===== src/rtl/cmf_pkg.sv =====
// Shared types, constants and the byte-wide CRC-32 step for the message framer.
// No dependencies; imported by crc32_message_framer_core.
package cmf_pkg;

    localparam int          BUFFER_BYTES = 512;
    localparam int          LEN_CAP      = BUFFER_BYTES - 10;

    localparam logic [7:0]  SYNC_FIRST   = 8'hA5;
    localparam logic [7:0]  SYNC_SECOND  = 8'hFF;
    localparam logic [31:0] CRC_INIT     = 32'hFFFF_FFFF;
    localparam logic [31:0] CRC_POLY     = 32'hEDB8_8320;
    localparam logic [9:0]  MIN_LEN_FIELD = 10'd4;

    localparam logic [15:0] TYPE_RESET   = 16'h3002;
    localparam logic [8:0]  LENGTH_RESET = 9'd32;

    typedef logic [0:0] reg_index_t;
    localparam reg_index_t REG_MESSAGE_TYPE   = 1'b0;
    localparam reg_index_t REG_PAYLOAD_LENGTH = 1'b1;

    function automatic logic [31:0] crc32_byte(input logic [31:0] crc_in,
                                               input logic [7:0]  data);
        logic [31:0] crc;
        crc = crc_in ^ {24'd0, data};
        for (int i = 0; i < 8; i++) begin
            crc = (crc >> 1) ^ (crc[0] ? CRC_POLY : 32'd0);
        end
        return crc;
    endfunction

endpackage


===== src/rtl/crc32_message_framer_core.sv =====
// Byte-serial message framer: sync/length/type header, payload, CRC-32 trailer.
// Depends on cmf_pkg for constants and the CRC byte step.
//
// Usage:
//   s_* channel carries payload bytes, one beat per byte. m_* channel carries
//   the framed stream one byte per beat; m_frame_end marks the last CRC byte.
//   cfg_* channel writes message_type (index 0) and payload_length (index 1);
//   it is always ready and must only be used while the framer is idle.
//   The first payload byte of a frame is taken at once and followed on the
//   output by six header bytes, then the byte itself. Mid-frame bytes pass
//   through the output register at one byte per cycle unless m_ready is low.
//   The last byte of a frame adds four CRC beats, during which s_ready stays
//   low. The single output byte register sets throughput: one output byte
//   per cycle if m_ready is high; a frame of N payload bytes is N + 10 bytes.
//   Reset clears the frame position, the CRC and the output valid, and
//   restores message_type 0x3002 and payload_length 32.
//   When the receiver stalls, the output beat holds and s_ready drops.
module crc32_message_framer_core (
    input  logic                     aclk,
    input  logic                     aresetn,
    input  logic                     cfg_valid,
    output logic                     cfg_ready,
    input  cmf_pkg::reg_index_t      cfg_index,
    input  logic [15:0]              cfg_wdata,
    input  logic                     s_valid,
    output logic                     s_ready,
    input  logic [7:0]               s_payload_byte,
    output logic                     m_valid,
    input  logic                     m_ready,
    output logic [7:0]               m_frame_byte,
    output logic                     m_frame_end
);
    import cmf_pkg::*;

    typedef enum logic [1:0] {ST_PAY, ST_HDR, ST_CRC} state_t;

    localparam logic [8:0] LEN_MAX = (LEN_CAP > 511) ? 9'd511 : 9'(LEN_CAP);

    state_t      state_reg, state_next;
    logic [2:0]  step_reg, step_next;
    logic [8:0]  pos_reg, pos_next;
    logic [31:0] crc_reg, crc_next;
    logic [7:0]  hold_reg, hold_next;
    logic [15:0] type_reg, type_next;
    logic [8:0]  length_reg, length_next;
    logic        m_valid_reg, m_valid_next;
    logic [7:0]  m_byte_reg, m_byte_next;
    logic        m_end_reg, m_end_next;

    logic        out_load;
    logic [8:0]  len_eff;
    logic [9:0]  len_field;
    logic [47:0] hdr_vec;
    logic [7:0]  hdr_byte;
    logic [7:0]  crc_out_byte;
    logic        emit, emit_end, into_crc, pay_go;
    logic [7:0]  emit_byte, pay_byte;
    logic [31:0] crc_base;
    logic [8:0]  pos_inc;

    always_comb begin
        if (length_reg == 9'd0) begin
            len_eff = 9'd1;
        end else if (length_reg > LEN_MAX) begin
            len_eff = LEN_MAX;
        end else begin
            len_eff = length_reg;
        end
        len_field = {1'b0, len_eff} + 10'd2;
        if (len_field <= MIN_LEN_FIELD) begin
            len_field = MIN_LEN_FIELD;
        end
    end

    assign hdr_vec      = {type_reg, 6'd0, len_field, SYNC_SECOND, SYNC_FIRST};
    assign hdr_byte     = hdr_vec[{step_reg, 3'b000} +: 8];
    assign crc_out_byte = crc_reg[{step_reg[1:0], 3'b000} +: 8];
    assign out_load     = !m_valid_reg || m_ready;
    assign s_ready      = out_load && (state_reg == ST_PAY);
    assign cfg_ready    = 1'b1;

    always_comb begin
        state_next   = state_reg;
        step_next    = step_reg;
        pos_next     = pos_reg;
        crc_next     = crc_reg;
        hold_next    = hold_reg;
        type_next    = type_reg;
        length_next  = length_reg;
        m_valid_next = m_valid_reg;
        m_byte_next  = m_byte_reg;
        m_end_next   = m_end_reg;
        emit         = 1'b0;
        emit_end     = 1'b0;
        into_crc     = 1'b1;
        pay_go       = 1'b0;
        emit_byte    = hdr_byte;
        pay_byte     = s_payload_byte;
        crc_base     = crc_reg;
        pos_inc      = pos_reg + 9'd1;

        if (cfg_valid) begin
            case (cfg_index)
                REG_MESSAGE_TYPE:   type_next   = cfg_wdata;
                REG_PAYLOAD_LENGTH: length_next = cfg_wdata[8:0];
                default:            type_next   = type_reg;
            endcase
        end

        case (state_reg)
            ST_PAY: begin
                if (s_valid && out_load) begin
                    if (pos_reg == 9'd0) begin
                        hold_next  = s_payload_byte;
                        emit       = 1'b1;
                        emit_byte  = SYNC_FIRST;
                        crc_base   = CRC_INIT;
                        step_next  = 3'd1;
                        state_next = ST_HDR;
                    end else begin
                        pay_go = 1'b1;
                    end
                end
            end
            ST_HDR: begin
                if (out_load) begin
                    if (step_reg == 3'd6) begin
                        pay_go   = 1'b1;
                        pay_byte = hold_reg;
                    end else begin
                        emit      = 1'b1;
                        emit_byte = hdr_byte;
                        step_next = step_reg + 3'd1;
                    end
                end
            end
            ST_CRC: begin
                if (out_load) begin
                    emit      = 1'b1;
                    emit_byte = crc_out_byte;
                    into_crc  = 1'b0;
                    step_next = step_reg + 3'd1;
                    if (step_reg == 3'd3) begin
                        emit_end   = 1'b1;
                        state_next = ST_PAY;
                        crc_next   = CRC_INIT;
                    end
                end
            end
            default: state_next = ST_PAY;
        endcase

        if (pay_go) begin
            emit      = 1'b1;
            emit_byte = pay_byte;
            if (pos_inc >= len_eff) begin
                state_next = ST_CRC;
                step_next  = 3'd0;
                pos_next   = 9'd0;
            end else begin
                state_next = ST_PAY;
                pos_next   = pos_inc;
            end
        end

        if (emit && into_crc) begin
            crc_next = crc32_byte(crc_base, emit_byte);
        end

        if (out_load) begin
            m_valid_next = emit;
            m_byte_next  = emit_byte;
            m_end_next   = emit_end;
        end
    end

    always_ff @(posedge aclk) begin
        if (!aresetn) begin
            state_reg   <= ST_PAY;
            step_reg    <= 3'd0;
            pos_reg     <= 9'd0;
            crc_reg     <= CRC_INIT;
            type_reg    <= TYPE_RESET;
            length_reg  <= LENGTH_RESET;
            m_valid_reg <= 1'b0;
        end else begin
            state_reg   <= state_next;
            step_reg    <= step_next;
            pos_reg     <= pos_next;
            crc_reg     <= crc_next;
            type_reg    <= type_next;
            length_reg  <= length_next;
            m_valid_reg <= m_valid_next;
        end
        hold_reg   <= hold_next;
        m_byte_reg <= m_byte_next;
        m_end_reg  <= m_end_next;
    end

    assign m_valid      = m_valid_reg;
    assign m_frame_byte = m_byte_reg;
    assign m_frame_end  = m_end_reg;

    a_pos_only_in_payload: assert property (@(posedge aclk) disable iff (!aresetn)
        (pos_reg != 9'd0) |-> (state_reg == ST_PAY))
        else $error("frame position set outside payload phase");

    a_hdr_step_range: assert property (@(posedge aclk) disable iff (!aresetn)
        (state_reg == ST_HDR) |-> (step_reg >= 3'd1 && step_reg <= 3'd6))
        else $error("header step out of range");

    a_crc_step_range: assert property (@(posedge aclk) disable iff (!aresetn)
        (state_reg == ST_CRC) |-> (step_reg <= 3'd3))
        else $error("trailer step out of range");

    a_end_after_trailer: assert property (@(posedge aclk) disable iff (!aresetn)
        (state_reg == ST_CRC && out_load && step_reg == 3'd3)
        |=> (m_valid_reg && m_end_reg && state_reg == ST_PAY && crc_reg == CRC_INIT))
        else $error("last trailer beat not marked as frame end");

    a_no_end_midframe: assert property (@(posedge aclk) disable iff (!aresetn)
        (state_reg != ST_CRC && out_load) |=> !m_end_reg)
        else $error("frame end raised outside trailer");

endmodule

===== config.mk =====
export PLATFORM = sky130hd
export DESIGN_NAME = crc32_message_framer_core
export DESIGN_NICKNAME = d
export VERILOG_FILES = /design/src/rtl/cmf_pkg.sv /design/src/rtl/crc32_message_framer_core.sv
export SDC_FILE = /design/constraint.sdc
export NUM_CORES = 1
export LEC_CHECK = 0
export CORE_MARGIN = 10
export CORE_UTILIZATION = 65
export DETAILED_ROUTE_END_ITERATION = 7
export DONT_BUFFER_PORTS = 1
export PLACE_DENSITY = 0.81
export SETUP_SLACK_MARGIN = 0.15
export SLEW_MARGIN = 20
export SYNTH_ARGS = -nofsm -noshare
export SYNTH_HDL_FRONTEND = slang
export SYNTH_SLANG_ARGS = --single-unit
export TNS_END_PERCENT = 1

===== constraint.sdc =====
create_clock -name aclk -period 6.4 [get_ports aclk]
set_input_delay 0.32 -clock aclk [delete_from_list [all_inputs] [get_ports aclk]]
set_output_delay 0.32 -clock aclk [all_outputs]
set_load 0.02 [all_outputs]

== After elaboration in Yosys (flattened, before gate mapping) ==
Cells that the tools add are included.

* Memories kept: 0
* Word-level logic and storage cells: 110
* Register bits after elaboration: 89
* Latch bits: 0
* Output and inout bits: 12
* Memory bits (writable): 0
* Memory bits (read-only): 0
* Bits of input ports: 30

* Eq/ne operators: 9
* Reductions and logical operators: 16
* Div/mod/pow operators: 0
* Bitwise operators: 10
* Add/subtract/negate cells: 3
* Magnitude comparators: 3
* Multiply operators: 0
* Multiplexer cells: 57
* Shift operators: 2

{| class="wikitable"
|+ Operator list
! kind !! count
|-
| 2-to-1 mux 32 bit || 15
|-
| XOR 31 x 32 -> 32 bit || 8
|-
| 2-to-1 mux 8 bit || 7
|-
| indexed part select 48 x 7 -> 8 bit || 1
|-
| indexed part select 32 x 6 -> 8 bit || 1
|-
| XOR 32 x 8 -> 32 bit || 1
|-
| 2-to-1 mux 9 bit || 3
|-
| 2-to-1 mux 3 bit || 7
|-
| logical NOT 9 bit || 2
|-
| case mux 8 bit (2 select lines) || 1
|-
| 2-to-1 mux 1 bit || 13
|-
| 2-to-1 mux 2 bit || 6
|-
| adder 9 x 2 -> 10 bit, second input constant || 1
|-
| less-or-equal comparator 10 x 3 -> 1 bit, second input constant || 1
|-
| 2-to-1 mux 10 bit || 1
|-
| adder 9 x 1 -> 9 bit, second input constant || 1
|-
| >= comparator 9 bit || 1
|-
| greater-than comparator 9 bit, second input constant || 1
|-
| case mux 3 bit (3 select lines) || 1
|-
| != test 3 x 2 -> 1 bit, second input constant || 2
|-
| != test 3 bit, second input constant || 2
|-
| case mux 2 bit (3 select lines) || 1
|-
| AND reduction 3 bit || 2
|-
| nonzero test 2 bit || 3
|-
| 15 further kinds || 18
|}

== Longest topological paths before layout ==
* Depth after elaboration: 29
* Gate-level depth with buffers: 17
* Depth with buffers taken out: 15

== Worst setup path before layout ==
OpenSTA, ideal clock, no wires.

* Path type: flip-flop to flip-flop
* Start point: reg length_reg[6]
* End point: reg crc_reg[18]
* Arrival: 3.492 ns
* Slack: 2.791 ns
* Buffers on the path: 2
* Setup time: 0.117 ns
* Required time: 6.283 ns
* Stages on the path, launching flop included: 17
* Period minus slack after synthesis: 3.609 ns
* Cell sequence: dfxtp_1 > clkbuf_1 > and4_1 > a21oi_1 > inv_1 > ha_1 > buf_2 > and2_1 > a41o_1 > o221a_2 > nor4b_1 > o31a_2 > xor2_4 > xor2_1 > xor2_1 > xnor2_1 > o22a_1

* Elaborated cells on any way between the ends: 29
* Those cells by class: add/sub (1); order compare (2); shift (1); mux (15); bitwise (9); reduce/logical (1)

{| class="wikitable"
|+ RTL lines
! item !! line !! source
|-
| start, declared || crc32_message_framer_core.sv:45 || <nowiki>logic [8:0] length_reg, length_next;</nowiki>
|-
| start signal, assigned || crc32_message_framer_core.sv:192 || <nowiki>length_reg <= length_next;</nowiki>
|-
| greater-than comparator 9 bit || crc32_message_framer_core.sv:64 || <nowiki>end else if (length_reg > LEN_MAX) begin</nowiki>
|-
| 2-to-1 mux 9 bit || crc32_message_framer_core.sv:64 ||
|-
| 2-to-1 mux 9 bit * || crc32_message_framer_core.sv:62 || <nowiki>if (length_reg == 9'd0) begin</nowiki>
|-
| adder 9 x 2 -> 10 bit * || crc32_message_framer_core.sv:69 || <nowiki>len_field = {1'b0, len_eff} + 10'd2;</nowiki>
|-
| less-or-equal comparator 10 x 3 -> 1 bit || crc32_message_framer_core.sv:70 || <nowiki>if (len_field <= MIN_LEN_FIELD) begin</nowiki>
|-
| 2-to-1 mux 10 bit * || crc32_message_framer_core.sv:70 ||
|-
| indexed part select 48 x 7 -> 8 bit * || crc32_message_framer_core.sv:76 || <nowiki>assign hdr_byte = hdr_vec[{step_reg, 3'b000} +: 8];</nowiki>
|-
| 2-to-1 mux 8 bit || crc32_message_framer_core.sv:113 || <nowiki>if (pos_reg == 9'd0) begin</nowiki>
|-
| 2-to-1 mux 8 bit || crc32_message_framer_core.sv:112 || <nowiki>if (s_valid && out_load) begin</nowiki>
|-
| case mux 8 bit (2 select lines) * || crc32_message_framer_core.sv:110 || <nowiki>case (state_reg)</nowiki>
|-
| 2-to-1 mux 8 bit * || crc32_message_framer_core.sv:153 || <nowiki>if (pay_go) begin</nowiki>
|-
| named net emit_byte[1] || crc32_message_framer_core.sv:57 || <nowiki>logic [7:0] emit_byte, pay_byte;</nowiki>
|-
| XOR 32 x 8 -> 32 bit * || cmf_pkg.sv:24 || <nowiki>crc = crc_in ^ {24'd0, data};</nowiki>
|-
| XOR 31 x 32 -> 32 bit * || cmf_pkg.sv:26 || <nowiki>crc = (crc >> 1) ^ (crc[0] ? CRC_POLY : 32'd0);</nowiki>
|-
| 2-to-1 mux 32 bit * || cmf_pkg.sv:26 ||
|-
| XOR 31 x 32 -> 32 bit * (7 in a row) || cmf_pkg.sv:26 ||
|-
| 2-to-1 mux 32 bit * || crc32_message_framer_core.sv:166 || <nowiki>if (emit && into_crc) begin</nowiki>
|-
| end signal, assigned || crc32_message_framer_core.sv:190 || <nowiki>crc_reg <= crc_next;</nowiki>
|-
| end, declared || crc32_message_framer_core.sv:42 || <nowiki>logic [31:0] crc_reg, crc_next;</nowiki>
|}

Mark *: on every way through the listed nets, which the timed path passes. The rest lies on a longest branch.
A chain may end at the register's enable or synchronous reset.

== Worst setup path in the final report ==
* Start point: reg m_valid_reg (netlist: m_valid)
* End point: reg crc_reg[24]

* Longest elaborated chain between the ends: 18
* Elaborated cells on any way between the ends: 42
* Those cells by class: mux (25); bitwise (9); reduce/logical (8)

{| class="wikitable"
|+ RTL lines
! item !! line !! source
|-
| start, declared || crc32_message_framer_core.sv:46 || <nowiki>logic m_valid_reg, m_valid_next;</nowiki>
|-
| start signal, assigned || crc32_message_framer_core.sv:193 || <nowiki>m_valid_reg <= m_valid_next;</nowiki>
|-
| logical NOT 1 bit * || crc32_message_framer_core.sv:78 || <nowiki>assign out_load = !m_valid_reg || m_ready;</nowiki>
|-
| logical OR 1 bit * || crc32_message_framer_core.sv:78 ||
|-
| logical AND 1 bit || crc32_message_framer_core.sv:112 ||
|-
| 2-to-1 mux 8 bit / 2-to-1 mux 1 bit (equally long branches) || crc32_message_framer_core.sv:112 ||
|-
| case mux 8 bit (2 select lines) / case mux 1 bit (2 select lines) (equally long branches) || crc32_message_framer_core.sv:110 ||
|-
| 2-to-1 mux 8 bit || crc32_message_framer_core.sv:153 ||
|-
| XOR 32 x 8 -> 32 bit || cmf_pkg.sv:24 ||
|-
| XOR 31 x 32 -> 32 bit || cmf_pkg.sv:26 ||
|-
| 2-to-1 mux 32 bit || cmf_pkg.sv:26 ||
|-
| XOR 31 x 32 -> 32 bit (6 in a row) || cmf_pkg.sv:26 ||
|-
| 2-to-1 mux 32 bit || cmf_pkg.sv:26 ||
|-
| XOR 31 x 32 -> 32 bit || cmf_pkg.sv:26 ||
|-
| 2-to-1 mux 32 bit || crc32_message_framer_core.sv:166 ||
|}

Mark *: on every way between the ends. The rest lies on a longest branch, timed or not.

==> metrics <==
ant diodes=0; YS warnings=0; die area=around 13000 sq um; via count=around 4.7k; CTS tree=done; Starting Density=between 60 and 70%; Vias/cell=6.38; post_cts resized=0; Post-synth ARST share=0%; Slew Limit Fails=0; RSZ-0062 raised after global routing=no; Final Non-Filler Cells=roughly 730; clock sinks=89; DR WL/cell=~19 microns; fraction of layout cells with a size suffix above 1=under 10%; DRT antenna net count=0; Final Skew=0.0214 ns; area added between synthesis and finish=2.38%; Iter 0 DRT Violations=around 520; Gate power share=around 60%; Root Buffer=clkbuf_8; worst endpoint required time=6.67 ns; status=finished clean; Hold Slack=approximately 0.012 ns; CTS max path bufs=2; Worst VDD drop=between 0.3 and 0.4 mV; initial antenna violation count=0; Pleak=0.00215 uW; hold_buf cts=0; DP Worst Slack=around 1.9 ns; number of register bits inferred by synthesis=just under 90; final instance area=5810 sq um; Startpoint Class=flop; mapped cell area=~5700 sq um; power density cells=approximately 540 nW/um^2; post-layout worst setup margin=around 1.9 ns; Seq pwr share=26.5%; Final setup viols=0; Pint=roughly 1700 uW; post-synth top area share=25.4%; core region area=between 8000 and 9000 sq um; upper clock frequency limit=~220 MHz; final hold vios=0; Critical Path Sink Type=flop; DR DRC count=0; top cells by area, synth=dfxtp_1 (25%), edfxtp_1 (9.0%), nand2_1 (6.7%); H-tree levels=3; # Post-CTS Setup Buffers=0; drt first pass iters=5; GRT overflow=0; Post-DP Area=around 5600 sq um; Slew @ Worst Pin=around 1.0 ns; most used flip-flop cell after synthesis=dfxtp_1; all-layer global routing usage=a little over a fifth; largest net degree at the start of global routing=slightly above 40; hold crit path type=primary input to flop; chip width=113 microns; Reg clk slew, reported paths=0.11 ns; die height=between 100 and 150 microns; sequential area share after synthesis=between 30% and 40%; Final nets=664; Final Cycle Share=approximately 70%; Max-slew headroom=32.2%; min cycle time layout=around 4.5 ns; vias in the first global route=~4.4k; Setup TNS=0 ns; Avg Cell Area, Syn=8.71 sq um; Max Fanout on Critical Path=40; later-pin clock latency in the skew report=roughly 0.38 ns; first-pass GRT wire length=23.2 mm; Syn Inst Count=652; fill count=a little under 700; row count=34; Net Sw Frac=around 44%; Post-synth EDFFs=17; syn_nets=about 700; CTS Buf Count=9; Clk pwr share=12.4%; most area-hungry cell type in the Yosys netlist=dfxtp_1; max-cap violation count=0; CP Class=flop to flop; Ports=between 40 and 50; crit path DAT=4.77 ns; sw power=1390 uW; Placed Instances=716; DPL Wire Length=approximately 10 mm; final wirelength=about 14 mm; Yosys cell types=between 70 and 80; GPL Wtd Cong=around 0.94; Port Buffer Count=0; max reg flops=32
## layer usage
| metal | vias to the layer above | track usage (%) | share of wire, % |
|---|---|---|---|
| li1 | 2207 | - | - |
| met1 | 2207 | 28.3 | 44 |
| met2 | 213 | 33.6 | 45 |
| met3 | 40 | 5.67 | 8.5 |
| met4 | 0 | 8.88 | 2.8 |
| met5 | - | 0 | 0 |
## cells in the final DEF, fill, tap and decap left out, types with 14 or more instances in the layout
cell type | synthesis | layout
inv_1 | 22 | 22
o21ai_0 | 14 | 14
nand2_1 | 101 | 101
xor2_1 | 27 | 27
nor2_1 | 49 | 49
ha_1 | 15 | 15
edfxtp_1 | 17 | 17
o22a_1 | 17 | 17
nor3_1 | 17 | 17
dfxtp_1 | 72 | 72
o22ai_1 | 21 | 21
xnor2_1 | 38 | 38
a21oi_1 | 42 | 42
nand3_1 | 23 | 23
## worst max-delay path, stage by stage (launching register included)
cell,delay (ns)
dfxtp_1,0.39
and2b_1,0.24
inv_1,0.52
nand3_1,0.42
or2_1,0.41
inv_2,0.57
nor2_1,0.23
xnor2_4,0.34
xnor3_1,0.46
xnor2_1,0.18
xnor2_1,0.32
xnor2_1,0.12
o22a_1,0.18
## cells in the mapped netlist (7+ instances only)
cell,n
mux4_2,8
a21oi_1,42
ha_1,15
xnor2_1,38
nor2_1,49
o22ai_1,21
buf_2,14
nand3_1,23
dfxtp_1,72
xor2_1,27
inv_1,22
edfxtp_1,17
and2_1,8
nand2_1,101
mux2i_1,7
o21ai_0,14
a31oi_1,9
o22a_1,17
nor3_1,17
clkbuf_1,24
## power groups by stage
| stage | clock network (uW) | logic (uW) | registers (uW) |
|---|---|---|---|
| 6_report | 389 | 1910 | 828 |
| 5_1_grt | 416 | 2040 | 842 |
| 4_1_cts | 389 | 1880 | 825 |
| 3_5_place_dp | 0 | 1860 | 837 |
| 3_3_place_gp | 0 | 1810 | 834 |
| 2_1_floorplan | 0 | 1600 | 792 |
## cells by family after synthesis
| logic type | synth area share, % |
|---|---|
| multiplexers | 4.61 |
| adder cells (fa/ha/maj) | 3.31 |
| buffers and inverters | 5.13 |
| other | 0.0660 |
| flip-flops | 34.4 |
| AO/OA/AOI/OAI | 17.6 |
| AND/OR/NAND/NOR | 19.9 |
| XOR/XNOR | 15.1 |
## cell type report
class                           instances  area (sq um)  area share (%)
Tap cell                              108           135            2.32
Timing Repair Buffer                    1          7.51           0.129
Multi-Input combinational cell        494          3430            59.1
Clock buffer                            9           124            2.13
Clock inverter                          7          70.1            1.21
Inverter                               24          90.1            1.55
Sequential cell                        89          1950            33.6
## stage by stage
step	power (uW)	utilization (%)
floorplan	2390	-
global placement	2650	65.4
detailed placement	2700	65.4
CTS	3090	67.6
global route	3300	67.6
finish	3120	67.6
## path summary, 6_finish.rpt
path                    start           to  slack (ns)  cells after the start
hold / removal        aresetn  crc_reg[31]        0.01                      1
setup / recovery      m_valid  crc_reg[24]        1.90                     12
setup reg to reg      m_valid  crc_reg[24]        1.90                     12
hold reg to reg   type_reg[7]  type_reg[7]        0.46                      2
Note: power is estimated with default switching activity, not from simulation.
